**config.mk**
```make
export PLATFORM = sky130hd
export DESIGN_NAME = load_adaptive_switching_freq_unit
export DESIGN_NICKNAME = d
export VERILOG_FILES = /design/src/lasf_pkg.sv /design/src/lasf_front.sv /design/src/lasf_div_pipe.sv /design/src/lasf_freq.sv /design/src/lasf_round.sv /design/src/load_adaptive_switching_freq_unit.sv
export SDC_FILE = /design/constraint.sdc
export NUM_CORES = 2
export LEC_CHECK = 0
export BUFFER_PORTS_ARGS = -buffer_cell sky130_fd_sc_hd__buf_2
export CAP_MARGIN = 10
export CELL_PAD_IN_SITES_DETAIL_PLACEMENT = 1
export CELL_PAD_IN_SITES_GLOBAL_PLACEMENT = 2
export CORE_MARGIN = 10
export CORE_UTILIZATION = 45
export DETAILED_ROUTE_END_ITERATION = 12
export GPL_TIMING_DRIVEN = 0
export PLACE_DENSITY = 0.83
export SLEW_MARGIN = 20
export SYNTH_ARGS = -nofsm -noshare
export SYNTH_HDL_FRONTEND = slang
export SYNTH_HIERARCHICAL = 1
export SYNTH_SLANG_ARGS = --single-unit
```
**constraint.sdc**
```tcl
create_clock -name clk -period 7.05 [get_ports clk]
set_input_delay 0.705 -clock clk [delete_from_list [all_inputs] [get_ports clk]]
set_output_delay 0.705 -clock clk [all_outputs]
set_load 0.05 [all_outputs]
```
**src/lasf_pkg.sv**
```systemverilog
// Shared types and constants of the load-adaptive switching frequency unit.
`timescale 1ns / 1ps

package lasf_pkg;

	// Width of the DCM threshold register and of the nominal current (20 x threshold).
	localparam int THR_BITS = 11;
	localparam int NOM_BITS = 16;

	// Reset values of the configuration registers.
	localparam int LO_FREQ_RST = 20000;
	localparam int HI_FREQ_RST = 200000;
	localparam int FREQ_STEP_RST = 1000;
	localparam int DCM_THR_RST = 100;

	localparam int CFG_IDX_BITS = 2;

	typedef enum logic [CFG_IDX_BITS-1:0] {
		REG_LO_FREQ = 2'd0,
		REG_HI_FREQ = 2'd1,
		REG_FREQ_STEP = 2'd2,
		REG_DCM_THR = 2'd3
	} reg_idx_t;

	typedef enum logic [1:0] {
		MODE_CCM = 2'd0,
		MODE_DCM = 2'd1,
		MODE_BCM = 2'd2
	} mode_t;

	// How the interpolated offset above the low frequency limit is obtained.
	typedef enum logic [1:0] {
		INTERP_ZERO = 2'd0,
		INTERP_FULL = 2'd1,
		INTERP_DIV = 2'd2
	} interp_sel_t;

	typedef struct packed {
		mode_t mode;
		interp_sel_t sel;
	} class_t;

	localparam int CLASS_BITS = $bits(class_t);

	// Nominal current: 20 x threshold, as (thr << 4) + (thr << 2).
	function automatic logic [NOM_BITS-1:0] nominal_of(input logic [THR_BITS-1:0] thr);
		logic [NOM_BITS-1:0] x16;
		logic [NOM_BITS-1:0] x4;
		x16 = {1'b0, thr, 4'b0000};
		x4 = {3'b000, thr, 2'b00};
		return x16 + x4;
	endfunction

endpackage

```
**src/lasf_front.sv**
```systemverilog
// Front stages: sample register, classification, and the current x span multiply.
`timescale 1ns / 1ps

module lasf_front #(
	parameter int CURRENT_BITS = 16,
	parameter int FREQ_BITS = 20
) (
	input  logic                                    clk,
	input  logic                                    arst_n,
	input  logic                                    in_valid,
	output logic                                    in_ready,
	input  logic signed [CURRENT_BITS-1:0]          sample,
	input  logic [lasf_pkg::NOM_BITS-1:0]           nominal,
	input  logic [lasf_pkg::THR_BITS-1:0]           thr,
	input  logic [FREQ_BITS-1:0]                    span,
	output logic                                    out_valid,
	input  logic                                    out_ready,
	output logic [lasf_pkg::NOM_BITS+FREQ_BITS-1:0] prod,
	output lasf_pkg::class_t                        cls
);

	localparam int NB = lasf_pkg::NOM_BITS;
	localparam int EXT_W = (CURRENT_BITS > NB) ? CURRENT_BITS : NB + 1;

	logic                          v_s1;
	logic signed [CURRENT_BITS-1:0] sample_s1;
	logic                          v_s2;
	logic [NB-1:0]                 cur_s2;
	lasf_pkg::class_t              cls_s2;
	logic                          v_s3;
	logic [NB+FREQ_BITS-1:0]       prod_s3;
	lasf_pkg::class_t              cls_s3;

	logic rdy1, rdy2, rdy3;

	logic signed [EXT_W-1:0] samp_x;
	logic signed [EXT_W-1:0] nom_x;
	logic signed [EXT_W-1:0] thr_x;
	logic                    pos;
	lasf_pkg::class_t        cls_d;

	assign rdy3 = !v_s3 || out_ready;
	assign rdy2 = !v_s2 || rdy3;
	assign rdy1 = !v_s1 || rdy2;
	assign in_ready = rdy1;

	assign samp_x = EXT_W'(sample_s1);
	assign nom_x = $signed(EXT_W'(nominal));
	assign thr_x = $signed(EXT_W'(thr));
	assign pos = samp_x > $signed(EXT_W'(0));

	always_comb begin
		if (!pos || nominal == '0) begin
			cls_d.sel = lasf_pkg::INTERP_ZERO;
		end else if (samp_x >= nom_x) begin
			cls_d.sel = lasf_pkg::INTERP_FULL;
		end else begin
			cls_d.sel = lasf_pkg::INTERP_DIV;
		end
		if (!pos) begin
			cls_d.mode = lasf_pkg::MODE_BCM;
		end else if (samp_x <= thr_x) begin
			cls_d.mode = lasf_pkg::MODE_DCM;
		end else begin
			cls_d.mode = lasf_pkg::MODE_CCM;
		end
	end

	always_ff @(posedge clk or negedge arst_n) begin
		if (!arst_n) begin
			v_s1 <= 1'b0;
			v_s2 <= 1'b0;
			v_s3 <= 1'b0;
		end else begin
			if (rdy1) begin
				v_s1 <= in_valid;
			end
			if (rdy2) begin
				v_s2 <= v_s1;
			end
			if (rdy3) begin
				v_s3 <= v_s2;
			end
		end
	end

	// On the divide path the sample is positive and below the nominal current,
	// so its low NOM_BITS bits hold it exactly.
	always_ff @(posedge clk) begin
		if (rdy1 && in_valid) begin
			sample_s1 <= sample;
		end
		if (rdy2 && v_s1) begin
			cur_s2 <= samp_x[NB-1:0];
			cls_s2 <= cls_d;
		end
		if (rdy3 && v_s2) begin
			prod_s3 <= (NB+FREQ_BITS)'(cur_s2) * (NB+FREQ_BITS)'(span);
			cls_s3 <= cls_s2;
		end
	end

	assign out_valid = v_s3;
	assign prod = prod_s3;
	assign cls = cls_s3;

endmodule

```
**src/lasf_div_pipe.sv**
```systemverilog
// Pipelined restoring divider, one quotient bit per stage, with sideband carried along.
`timescale 1ns / 1ps

module lasf_div_pipe #(
	parameter int DIV_W = 16,
	parameter int STEPS = 20,
	parameter int SIDE_W = 4
) (
	input  logic                   clk,
	input  logic                   arst_n,
	input  logic                   in_valid,
	output logic                   in_ready,
	input  logic [DIV_W+STEPS-1:0] num,
	input  logic [DIV_W-1:0]       divisor,
	input  logic [SIDE_W-1:0]      side_in,
	output logic                   out_valid,
	input  logic                   out_ready,
	output logic [DIV_W+STEPS-1:0] acc_out,
	output logic [SIDE_W-1:0]      side_out
);

	localparam int ACC_W = DIV_W + STEPS;

	// The accumulator holds the partial remainder above the bits still to be
	// shifted in; quotient bits enter at the bottom. The top DIV_W bits of num
	// must be below the divisor.
	logic [ACC_W-1:0]  acc_sk [STEPS];
	logic [SIDE_W-1:0] side_sk [STEPS];
	logic              vld_sk [STEPS];
	logic              rdy [STEPS];

	for (genvar k = 0; k < STEPS; k++) begin : g_stage
		logic [ACC_W-1:0]  src;
		logic [SIDE_W-1:0] side_src;
		logic              src_v;
		logic [DIV_W:0]    part;
		logic [DIV_W+1:0]  diff;
		logic [ACC_W-1:0]  nxt;

		if (k == 0) begin : g_first
			assign src = num;
			assign side_src = side_in;
			assign src_v = in_valid;
		end else begin : g_next
			assign src = acc_sk[k-1];
			assign side_src = side_sk[k-1];
			assign src_v = vld_sk[k-1];
		end

		if (k == STEPS - 1) begin : g_last
			assign rdy[k] = !vld_sk[k] || out_ready;
		end else begin : g_mid
			assign rdy[k] = !vld_sk[k] || rdy[k+1];
		end

		assign part = src[ACC_W-1 -: DIV_W+1];
		assign diff = {1'b0, part} - {2'b00, divisor};

		always_comb begin
			if (!diff[DIV_W+1]) begin
				nxt = {diff[DIV_W-1:0], src[STEPS-2:0], 1'b1};
			end else begin
				nxt = {part[DIV_W-1:0], src[STEPS-2:0], 1'b0};
			end
		end

		always_ff @(posedge clk or negedge arst_n) begin
			if (!arst_n) begin
				vld_sk[k] <= 1'b0;
			end else if (rdy[k]) begin
				vld_sk[k] <= src_v;
			end
		end

		always_ff @(posedge clk) begin
			if (rdy[k] && src_v) begin
				acc_sk[k] <= nxt;
				side_sk[k] <= side_src;
			end
		end
	end

	assign in_ready = rdy[0];
	assign out_valid = vld_sk[STEPS-1];
	assign acc_out = acc_sk[STEPS-1];
	assign side_out = side_sk[STEPS-1];

endmodule

```
**src/lasf_freq.sv**
```systemverilog
// Interpolation stage: picks the offset above the low frequency limit and adds it.
`timescale 1ns / 1ps

module lasf_freq #(
	parameter int FREQ_BITS = 20
) (
	input  logic                 clk,
	input  logic                 arst_n,
	input  logic                 in_valid,
	output logic                 in_ready,
	input  logic [FREQ_BITS-1:0] quotient,
	input  lasf_pkg::class_t     cls,
	input  logic [FREQ_BITS-1:0] span,
	input  logic [FREQ_BITS-1:0] lo_freq,
	output logic                 out_valid,
	input  logic                 out_ready,
	output logic [FREQ_BITS-1:0] freq,
	output lasf_pkg::mode_t      mode
);

	logic                 v_s1;
	logic [FREQ_BITS-1:0] freq_s1;
	lasf_pkg::mode_t      mode_s1;
	logic [FREQ_BITS-1:0] interp;
	logic                 rdy1;

	assign rdy1 = !v_s1 || out_ready;
	assign in_ready = rdy1;

	always_comb begin
		case (cls.sel)
			lasf_pkg::INTERP_FULL: interp = span;
			lasf_pkg::INTERP_DIV:  interp = quotient;
			default:               interp = '0;
		endcase
	end

	always_ff @(posedge clk or negedge arst_n) begin
		if (!arst_n) begin
			v_s1 <= 1'b0;
		end else if (rdy1) begin
			v_s1 <= in_valid;
		end
	end

	// The sum never exceeds the larger of the two frequency limits, so it fits the field width.
	always_ff @(posedge clk) begin
		if (rdy1 && in_valid) begin
			freq_s1 <= lo_freq + interp;
			mode_s1 <= cls.mode;
		end
	end

	assign out_valid = v_s1;
	assign freq = freq_s1;
	assign mode = mode_s1;

endmodule

```
**src/lasf_round.sv**
```systemverilog
// Back stages: rounding down to the step, clamping, and the output register.
`timescale 1ns / 1ps

module lasf_round #(
	parameter int FREQ_BITS = 20
) (
	input  logic                 clk,
	input  logic                 arst_n,
	input  logic                 in_valid,
	output logic                 in_ready,
	input  logic [FREQ_BITS-1:0] freq,
	input  logic [FREQ_BITS-1:0] rem,
	input  lasf_pkg::mode_t      mode,
	input  logic [FREQ_BITS-1:0] lo_freq,
	input  logic [FREQ_BITS-1:0] hi_freq,
	input  logic [FREQ_BITS-1:0] freq_step,
	output logic                 out_valid,
	input  logic                 out_ready,
	output logic [FREQ_BITS-1:0] rounded_freq,
	output logic [FREQ_BITS-1:0] applied_freq,
	output lasf_pkg::mode_t      conduction_mode
);

	logic                 v_s1;
	logic [FREQ_BITS-1:0] rounded_s1;
	lasf_pkg::mode_t      mode_s1;
	logic                 v_s2;
	logic [FREQ_BITS-1:0] rounded_s2;
	logic [FREQ_BITS-1:0] applied_s2;
	lasf_pkg::mode_t      mode_s2;
	logic                 rdy1, rdy2;
	logic [FREQ_BITS-1:0] raised;
	logic [FREQ_BITS-1:0] applied_d;

	assign rdy2 = !v_s2 || out_ready;
	assign rdy1 = !v_s1 || rdy2;
	assign in_ready = rdy1;

	// Raised to the low limit first, then lowered to the high limit, so the
	// high limit wins when the two are inverted.
	assign raised = (rounded_s1 < lo_freq) ? lo_freq : rounded_s1;
	assign applied_d = (raised > hi_freq) ? hi_freq : raised;

	always_ff @(posedge clk or negedge arst_n) begin
		if (!arst_n) begin
			v_s1 <= 1'b0;
			v_s2 <= 1'b0;
		end else begin
			if (rdy1) begin
				v_s1 <= in_valid;
			end
			if (rdy2) begin
				v_s2 <= v_s1;
			end
		end
	end

	// A zero step means no rounding at all.
	always_ff @(posedge clk) begin
		if (rdy1 && in_valid) begin
			rounded_s1 <= (freq_step == '0) ? freq : freq - rem;
			mode_s1 <= mode;
		end
		if (rdy2 && v_s1) begin
			rounded_s2 <= rounded_s1;
			applied_s2 <= applied_d;
			mode_s2 <= mode_s1;
		end
	end

	assign out_valid = v_s2;
	assign rounded_freq = rounded_s2;
	assign applied_freq = applied_s2;
	assign conduction_mode = mode_s2;

endmodule

```
**src/load_adaptive_switching_freq_unit.sv**
```systemverilog
// Top level of the load-adaptive switching frequency unit.
`timescale 1ns / 1ps

// Takes one signed inductor-current sample (1 mA per LSB) per transfer and
// returns the switching frequency interpolated between the low and high
// frequency limits by the ratio of the sample to 20 x dcm_threshold, rounded
// down to a multiple of freq_step (not at all for a zero step), the same value
// clamped to those limits, and the conduction mode (CCM, DCM or BCM). A new
// sample is taken every clock cycle unless an output stall has backed up to
// the input; the two restoring dividers settle one quotient bit per pipeline
// stage. A stall on the output holds the pipeline, and empty stages still fill
// behind it. The configuration registers must only be written while no
// transfer is in flight.

module load_adaptive_switching_freq_unit #(
	parameter int CURRENT_BITS = 16,
	parameter int FREQ_BITS = 20
) (
	input  logic                              clk,
	input  logic                              arst_n,
	input  logic                              cfg_we,
	input  logic [lasf_pkg::CFG_IDX_BITS-1:0] cfg_idx,
	input  logic [FREQ_BITS-1:0]              cfg_wdata,
	input  logic                              in_valid,
	output logic                              in_stall,
	input  logic signed [CURRENT_BITS-1:0]    current_sample,
	output logic                              out_valid,
	input  logic                              out_stall,
	output logic [FREQ_BITS-1:0]              rounded_freq,
	output logic [FREQ_BITS-1:0]              applied_freq,
	output logic [1:0]                        conduction_mode
);

	localparam int NB = lasf_pkg::NOM_BITS;
	localparam int TB = lasf_pkg::THR_BITS;

	logic [FREQ_BITS-1:0] lo_freq_q;
	logic [FREQ_BITS-1:0] hi_freq_q;
	logic [FREQ_BITS-1:0] freq_step_q;
	logic [TB-1:0]        dcm_thr_q;
	logic [FREQ_BITS-1:0] span_q;
	logic [NB-1:0]        nominal_q;

	logic                    fr_in_ready;
	logic                    fr_valid;
	logic                    fr_ready;
	logic [NB+FREQ_BITS-1:0] fr_prod;
	lasf_pkg::class_t        fr_cls;

	logic                         d1_valid;
	logic                         d1_ready;
	logic [NB+FREQ_BITS-1:0]      d1_acc;
	logic [lasf_pkg::CLASS_BITS-1:0] d1_side;

	logic                 fq_valid;
	logic                 fq_ready;
	logic [FREQ_BITS-1:0] fq_freq;
	lasf_pkg::mode_t      fq_mode;

	logic                   d2_valid;
	logic                   d2_ready;
	logic [2*FREQ_BITS-1:0] d2_acc;
	logic [FREQ_BITS+1:0]   d2_side;

	lasf_pkg::mode_t rd_mode;

	always_ff @(posedge clk or negedge arst_n) begin
		if (!arst_n) begin
			lo_freq_q <= FREQ_BITS'(lasf_pkg::LO_FREQ_RST);
			hi_freq_q <= FREQ_BITS'(lasf_pkg::HI_FREQ_RST);
			freq_step_q <= FREQ_BITS'(lasf_pkg::FREQ_STEP_RST);
			dcm_thr_q <= TB'(lasf_pkg::DCM_THR_RST);
		end else if (cfg_we) begin
			unique case (lasf_pkg::reg_idx_t'(cfg_idx))
				lasf_pkg::REG_LO_FREQ:   lo_freq_q <= cfg_wdata;
				lasf_pkg::REG_HI_FREQ:   hi_freq_q <= cfg_wdata;
				lasf_pkg::REG_FREQ_STEP: freq_step_q <= cfg_wdata;
				lasf_pkg::REG_DCM_THR:   dcm_thr_q <= cfg_wdata[TB-1:0];
				default: ;
			endcase
		end
	end

	// Derived settings are registered; an item first uses them in its second
	// stage, by which time they have followed any write.
	always_ff @(posedge clk) begin
		span_q <= (hi_freq_q >= lo_freq_q) ? hi_freq_q - lo_freq_q : '0;
		nominal_q <= lasf_pkg::nominal_of(dcm_thr_q);
	end

	lasf_front #(
		.CURRENT_BITS(CURRENT_BITS),
		.FREQ_BITS(FREQ_BITS)
	) u_front (
		.clk(clk),
		.arst_n(arst_n),
		.in_valid(in_valid),
		.in_ready(fr_in_ready),
		.sample(current_sample),
		.nominal(nominal_q),
		.thr(dcm_thr_q),
		.span(span_q),
		.out_valid(fr_valid),
		.out_ready(fr_ready),
		.prod(fr_prod),
		.cls(fr_cls)
	);

	assign in_stall = !fr_in_ready;

	// current x span / nominal; only used when the sample is below nominal,
	// which keeps the quotient inside FREQ_BITS.
	lasf_div_pipe #(
		.DIV_W(NB),
		.STEPS(FREQ_BITS),
		.SIDE_W(lasf_pkg::CLASS_BITS)
	) u_div_ratio (
		.clk(clk),
		.arst_n(arst_n),
		.in_valid(fr_valid),
		.in_ready(fr_ready),
		.num(fr_prod),
		.divisor(nominal_q),
		.side_in(fr_cls),
		.out_valid(d1_valid),
		.out_ready(d1_ready),
		.acc_out(d1_acc),
		.side_out(d1_side)
	);

	lasf_freq #(
		.FREQ_BITS(FREQ_BITS)
	) u_freq (
		.clk(clk),
		.arst_n(arst_n),
		.in_valid(d1_valid),
		.in_ready(d1_ready),
		.quotient(d1_acc[FREQ_BITS-1:0]),
		.cls(lasf_pkg::class_t'(d1_side)),
		.span(span_q),
		.lo_freq(lo_freq_q),
		.out_valid(fq_valid),
		.out_ready(fq_ready),
		.freq(fq_freq),
		.mode(fq_mode)
	);

	// freq mod step; the remainder comes out in the upper half.
	lasf_div_pipe #(
		.DIV_W(FREQ_BITS),
		.STEPS(FREQ_BITS),
		.SIDE_W(FREQ_BITS + 2)
	) u_div_step (
		.clk(clk),
		.arst_n(arst_n),
		.in_valid(fq_valid),
		.in_ready(fq_ready),
		.num({{FREQ_BITS{1'b0}}, fq_freq}),
		.divisor(freq_step_q),
		.side_in({fq_mode, fq_freq}),
		.out_valid(d2_valid),
		.out_ready(d2_ready),
		.acc_out(d2_acc),
		.side_out(d2_side)
	);

	lasf_round #(
		.FREQ_BITS(FREQ_BITS)
	) u_round (
		.clk(clk),
		.arst_n(arst_n),
		.in_valid(d2_valid),
		.in_ready(d2_ready),
		.freq(d2_side[FREQ_BITS-1:0]),
		.rem(d2_acc[2*FREQ_BITS-1:FREQ_BITS]),
		.mode(lasf_pkg::mode_t'(d2_side[FREQ_BITS+1:FREQ_BITS])),
		.lo_freq(lo_freq_q),
		.hi_freq(hi_freq_q),
		.freq_step(freq_step_q),
		.out_valid(out_valid),
		.out_ready(!out_stall),
		.rounded_freq(rounded_freq),
		.applied_freq(applied_freq),
		.conduction_mode(rd_mode)
	);

	assign conduction_mode = rd_mode;

endmodule

```
**Yosys cells after proc, flatten, opt, wreduce, memory -nomap -nowiden**

Memory sizes are Yosys's and may differ from the RTL's.
Cells that the tools add are included.

- Reductions and logical operators: 149
- Multiplexer cells: 126
- $add $sub $neg: 44
- Eq/ne operators: 5
- Multipliers: 1
- Order comparisons: 6

Operators with widths:

| kind | count |
|---|---|
| 2-to-1 mux 40 bit | 20 |
| 2-to-1 mux 36 bit | 20 |
| subtractor 21 x 20 -> 22 bit | 19 |
| subtractor 17 x 16 -> 18 bit | 20 |
| 2-to-1 mux 1 bit | 81 |
| 2-to-1 mux 20 bit | 3 |
| logical NOT 1 bit | 49 |
| logical OR 1 bit | 47 |
| logical AND 1 bit | 46 |
| case mux 20 bit (2 select lines) | 1 |
| subtractor 20 bit | 2 |
| multiplier 16 x 20 -> 36 bit | 1 |
| subtractor 1 x 20 -> 21 bit | 1 |
| adder 20 bit | 1 |
| greater-or-equal comparator 20 bit | 1 |
| > comparator 20 bit | 1 |
| logical NOT 20 bit | 1 |
| < comparator 20 bit | 1 |
| greater-or-equal comparator 16 x 17 -> 1 bit | 1 |
| adder 15 x 13 -> 16 bit | 1 |
| > comparator 16 x 1 -> 1 bit, second input constant | 1 |
| <= comparator 16 x 12 -> 1 bit | 1 |
| logical NOT 16 bit | 1 |
| AND reduction 2 bit | 4 |
| 4 further kinds | 7 |

- Memories kept: 4
- Input bits: 43
- Register bits: 315
- Logic and storage cells: 401
- Memory bits (writable): 2,040

Memory list:

| memory | depth | width | rd ports | clocked after Yosys merged registers in | wr ports | line | RTL |
|---|---|---|---|---|---|---|---|
| u_div_step.acc_sk | 20 | 40 | 20 | 0 | 20 | lasf_div_pipe.sv:27 | `logic [ACC_W-1:0] acc_sk [STEPS];` |
| u_div_ratio.acc_sk | 20 | 36 | 20 | 0 | 20 | lasf_div_pipe.sv:27 |  |
| u_div_step.side_sk | 20 | 22 | 20 | 0 | 20 | lasf_div_pipe.sv:28 | `logic [SIDE_W-1:0] side_sk [STEPS];` |
| u_div_ratio.side_sk | 20 | 4 | 20 | 0 | 20 | lasf_div_pipe.sv:28 |  |

**Logic depth before layout (Yosys ltp)**

- Depth after elaboration: 48
- Gate-level depth with buffers: 22
- Gate-level depth less buffers: 21

**Hierarchy**

The synthesis kept the hierarchy.

By module, submodules not included:

| module | sequential area each (µm²) | times used | cells an instance | area each (µm²) |
|---|---|---|---|---|
| lasf_div_pipe at u_div_step | 37,736.2 | 1 | 4,586 | 60,337.9 |
| lasf_div_pipe at u_div_ratio | 24,523.5 | 1 | 3,258 | 43,424.1 |
| lasf_front | 2,357.3 | 1 | 1,409 | 13,645.6 |
| lasf_round | 1,971.9 | 1 | 465 | 4,997.3 |
| load_adaptive_switching_freq_unit | 2,482.4 | 1 | 453 | 4,941.0 |
| lasf_freq | 685.7 | 1 | 211 | 1,983.2 |

**Least setup slack after synthesis**

No wires, ideal clock.

- Kind: input to register
- From: input out_stall
- To: memory u_div_ratio/acc_sk[1][100] (netlist name), enable pin
- Path buffers: 0
- Arrival time: 5.847 ns
- Library setup time: 0.499 ns
- Slack: 0.705 ns
- Stages on the path: 17
- Required time: 6.551 ns
- Path through: inv_1 nand3b_1 nand4b_1 nor2_1 nand4_1 nor2_1 and3_1 nand3_1 inv_1 nand3_1 nand2b_1 nand4b_1 nor2_1 and4_1 and4_1 and3_1 a21boi_0

RTL lines:

| element | line | RTL |
|---|---|---|
| start: declaration | load_adaptive_switching_freq_unit.sv:28 | `input logic out_stall,` |
| end: declaration | lasf_div_pipe.sv:27 |  |

**Worst setup path after layout**

- From: register span_q[1]
- To: register u_front.prod_s3[33], in the netlist u_front/prod[33] (data pin)

- Longest elaborated chain between the ends: 1

RTL lines:

| element | line | RTL |
|---|---|---|
| start: declaration | load_adaptive_switching_freq_unit.sv:41 | `logic [FREQ_BITS-1:0] span_q;` |
| start signal: assignment | load_adaptive_switching_freq_unit.sv:87 | `span_q <= (hi_freq_q >= lo_freq_q) ? hi_freq_q - lo_freq_q : '0;` |
| multiplier 16 x 20 -> 36 bit | lasf_front.sv:98 | `prod_s3 <= (NB+FREQ_BITS)'(cur_s2) * (NB+FREQ_BITS)'(span);` |
| end signal: assignment | lasf_front.sv:98 |  |
| end: declaration | lasf_front.sv:31 | `logic [NB+FREQ_BITS-1:0] prod_s3;` |

No other way between the ends.
A chain may end at the register's enable or synchronous reset.

==> key figures <==
Worst setup path
  • Crit path max-delay family: adder cells
  • Path depth of the worst reg2reg path: 16
  • Slowest CP cell: dfxtp_1
  • Worst-path fanout max: 10
  • CP required: 7.67 ns
  • Worst setup EP type: flop
  • CP bufs+invs: 2
  • Critical Path AT: 7.47 ns
  • Cell Chain, Critical Path: clkbuf_1 -> nand2_1 -> fa_1 -> inv_1 -> fa_1 -> fa_1 -> fa_1 -> fa_1 -> fa_1 -> ha_1 -> a21oi_1 -> o211ai_1 -> o31ai_1 -> o21ai_1 -> a41oi_1 -> xnor2_1
  • R2R Path Start: span_q[1]$_SDFF_PN0_
  • CP Class: reg -> reg
  • Cell mode on critical path: fa_1
  • Crit path launch type: flop
  • CP max stage delay: 0.78 ns
  • Register-to-register setup slack: 0.20 ns
  • R2r endpoint: u_front/prod[33]$_DFFE_PP_

Final layout
  • Commonest non-fill, non-tap cell in the layout: edfxtp_1
  • Post-route cell area: 137000 sq um
  • Area of the multi-input gates: 55800 sq um
  • Storage cell area: 63000 sq um
  • Final core utilization: 50.9%
  • Final-layout fill cell count: 27700
  • Highest-count cells in the layout ignoring fill and taps: 1976 x edfxtp_1, 964 x ha_1, 729 x a21oi_1, 696 x nor2_1, 651 x nand2_1
  • Fraction of final layout cells sized beyond drive strength 1: 12.4%
  • Final #Nets: 11800
  • Area growth, synth to finish: 12.4%

Die
  • Full die area: 292000 sq um
  • Die Wd: 540 um
  • Core Area: 269000 sq um
  • Row count: 190
  • Initial Utilization: 45.3%
  • IO Pins: 87
  • Die Ht: 540 um

CTS
  • Clock-pin slew on the worst setup and hold paths: 0.06 ns
  • Worst-skew pair later-pin latency: 0.93 ns
  • CTS max path bufs: 4
  • TritonCTS clock tree: done
  • CTS root buffer: clkbuf_16
  • CTS Sinks: 2127
  • Cts bufs inserted: 229
  • H-tree Lvls: 4

Detailed routing
  • 1st-iter DRT viols: 5169
  • Final antenna-violating net count: 0
  • Wire per inst: 23.8 um
  • Total wire length: 340000 um
  • Via count: 81800
  • Post-DR vias/cell: 5.73
  • Drt first pass iters: 7
  • DRC viols: 0

GRT
  • Initial antenna violation count: 6
  • Gr usage total: 22.8%
  • Total grt overflow: 0
  • Vias in the first global route: 88900
  • Largest net degree at the start of global routing: 72
  • First-pass GRT wire length: 526000 um

Synth
  • Cell area after synthesis: 122000 sq um
  • Avg Cell Area, Syn: 12.1 sq um
  • Synth warn: 6
  • Post-synthesis instance total: 10000

Timing
  • Skew final: 0.0947 ns
  • Final slew viol count: 0
  • Final setup viols: 0
  • Final Hold Viols: 0
  • Max_slew headroom: 28.7%
  • Crit path time final: 6.85 ns
  • Worst-Margin Slew: 1.07 ns
  • Peak Freq: 146 MHz
  • Final period utilization: 97.2%

Placed design
  • GP Congestion: 0.874
  • Placed Area: 129000 sq um
  • DP HPWL: 258000 um
  • Port Buffers: 86

Status
  • Status: complete, no violations

Hold path
  • Tightest Hold Check Type: in -> reg
  • Hold path cells: 2
  • Hold endpoint: freq_step_q[16]$_DFFE_PN0P_
  • Hold path start: cfg_wdata[16]

Job
  • # Max-Cap Violations: 0
## routing by layer
metal  GRT usage [%]  up-vias  share of wire [%]
li1                -    38100                  -
met1            27.7    41400                 41
met2            41.3     1638                 51
met3            2.51      644                3.6
met4            8.75        0                4.4
met5               0        -                  0
## stage by stage
| stage | hold slack, ns | setup slack [ns] | TNS (ns) | std cells |
|---|---|---|---|---|
| 3_5_place_dp | 0.405 | -0.375 | -3.87 | 13800 |
| 6_report | 0.0766 | 0.197 | 0 | 14300 |
| 4_1_cts | 0.0100 | 0.0513 | 0 | 14300 |
| 5_1_grt | 0.0419 | -0.0810 | -0.0810 | 14300 |
| 3_3_place_gp | 0.400 | -1.49 | -100.77 | 13800 |
| 2_1_floorplan | 0.394 | 0.705 | 0 | 10100 |
## state kept, by name, summed over array words and instances (netlist names), 19 cells and up
signal                     count
u_round/rounded_freq          20
u_freq/freq                   20
u_front/prod                  36
hi_freq_q                     20
u_div_ratio/side_sk           80
u_div_ratio/g_stage.src_v     19
freq_step_q                   20
u_div_step/g_stage.src_v      19
u_div_step/acc_sk            590
u_round/rounded_s1            20
lo_freq_q                     20
u_round/applied_freq          20
u_div_step/side_sk           440
u_div_ratio/acc_sk           704
span_q                        20
## timing repair
| action | in CTS | in global routing |
|---|---|---|
| setup buffers | 4 | 5 |
| endpoints found under the setup margin | 14 | 10 |
| hold buffers | 19 | 0 |
| resized for setup | 25 | 10 |
| endpoints found under the hold margin | 64 | 0 |
| pin swaps | 2 | 3 |
## area by class of cell
class,count,area share [%]
diodes,2,0.00366
plain buffers,224,0.857
clock buffers,262,4.32
clock inverters,156,1.25
inverters,609,1.68
multi-input cells,7156,40.8
flip-flops and latches,2127,46.1
well taps,3552,3.25
repair buffers,190,1.79
## worst max path at each step
stage / to / start / cells past startpoint / slack (ns)
6_report: u_front/prod[33]$_DFFE_PP_ / span_q[1]$_SDFF_PN0_ / 16 / 0.20
5_1_grt: in_stall / u_round/out_valid$_DFFE_PN0P_ / 20 / -0.08
4_1_cts: in_stall / u_round/out_valid$_DFFE_PN0P_ / 20 / 0.05
3_5_place_dp: in_stall / out_stall / 21 / -0.37
3_3_place_gp: u_div_ratio/acc_sk[1][103]$_DFFE_PP_ / out_stall / 18 / -1.49
2_1_floorplan: u_div_ratio/acc_sk[1][100]$_DFFE_PP_ / out_stall / 17 / 0.70
Power is left out: the tool's default activity adds up to more than one toggle a clock period on the data nets, which glitch-free logic cannot reach.
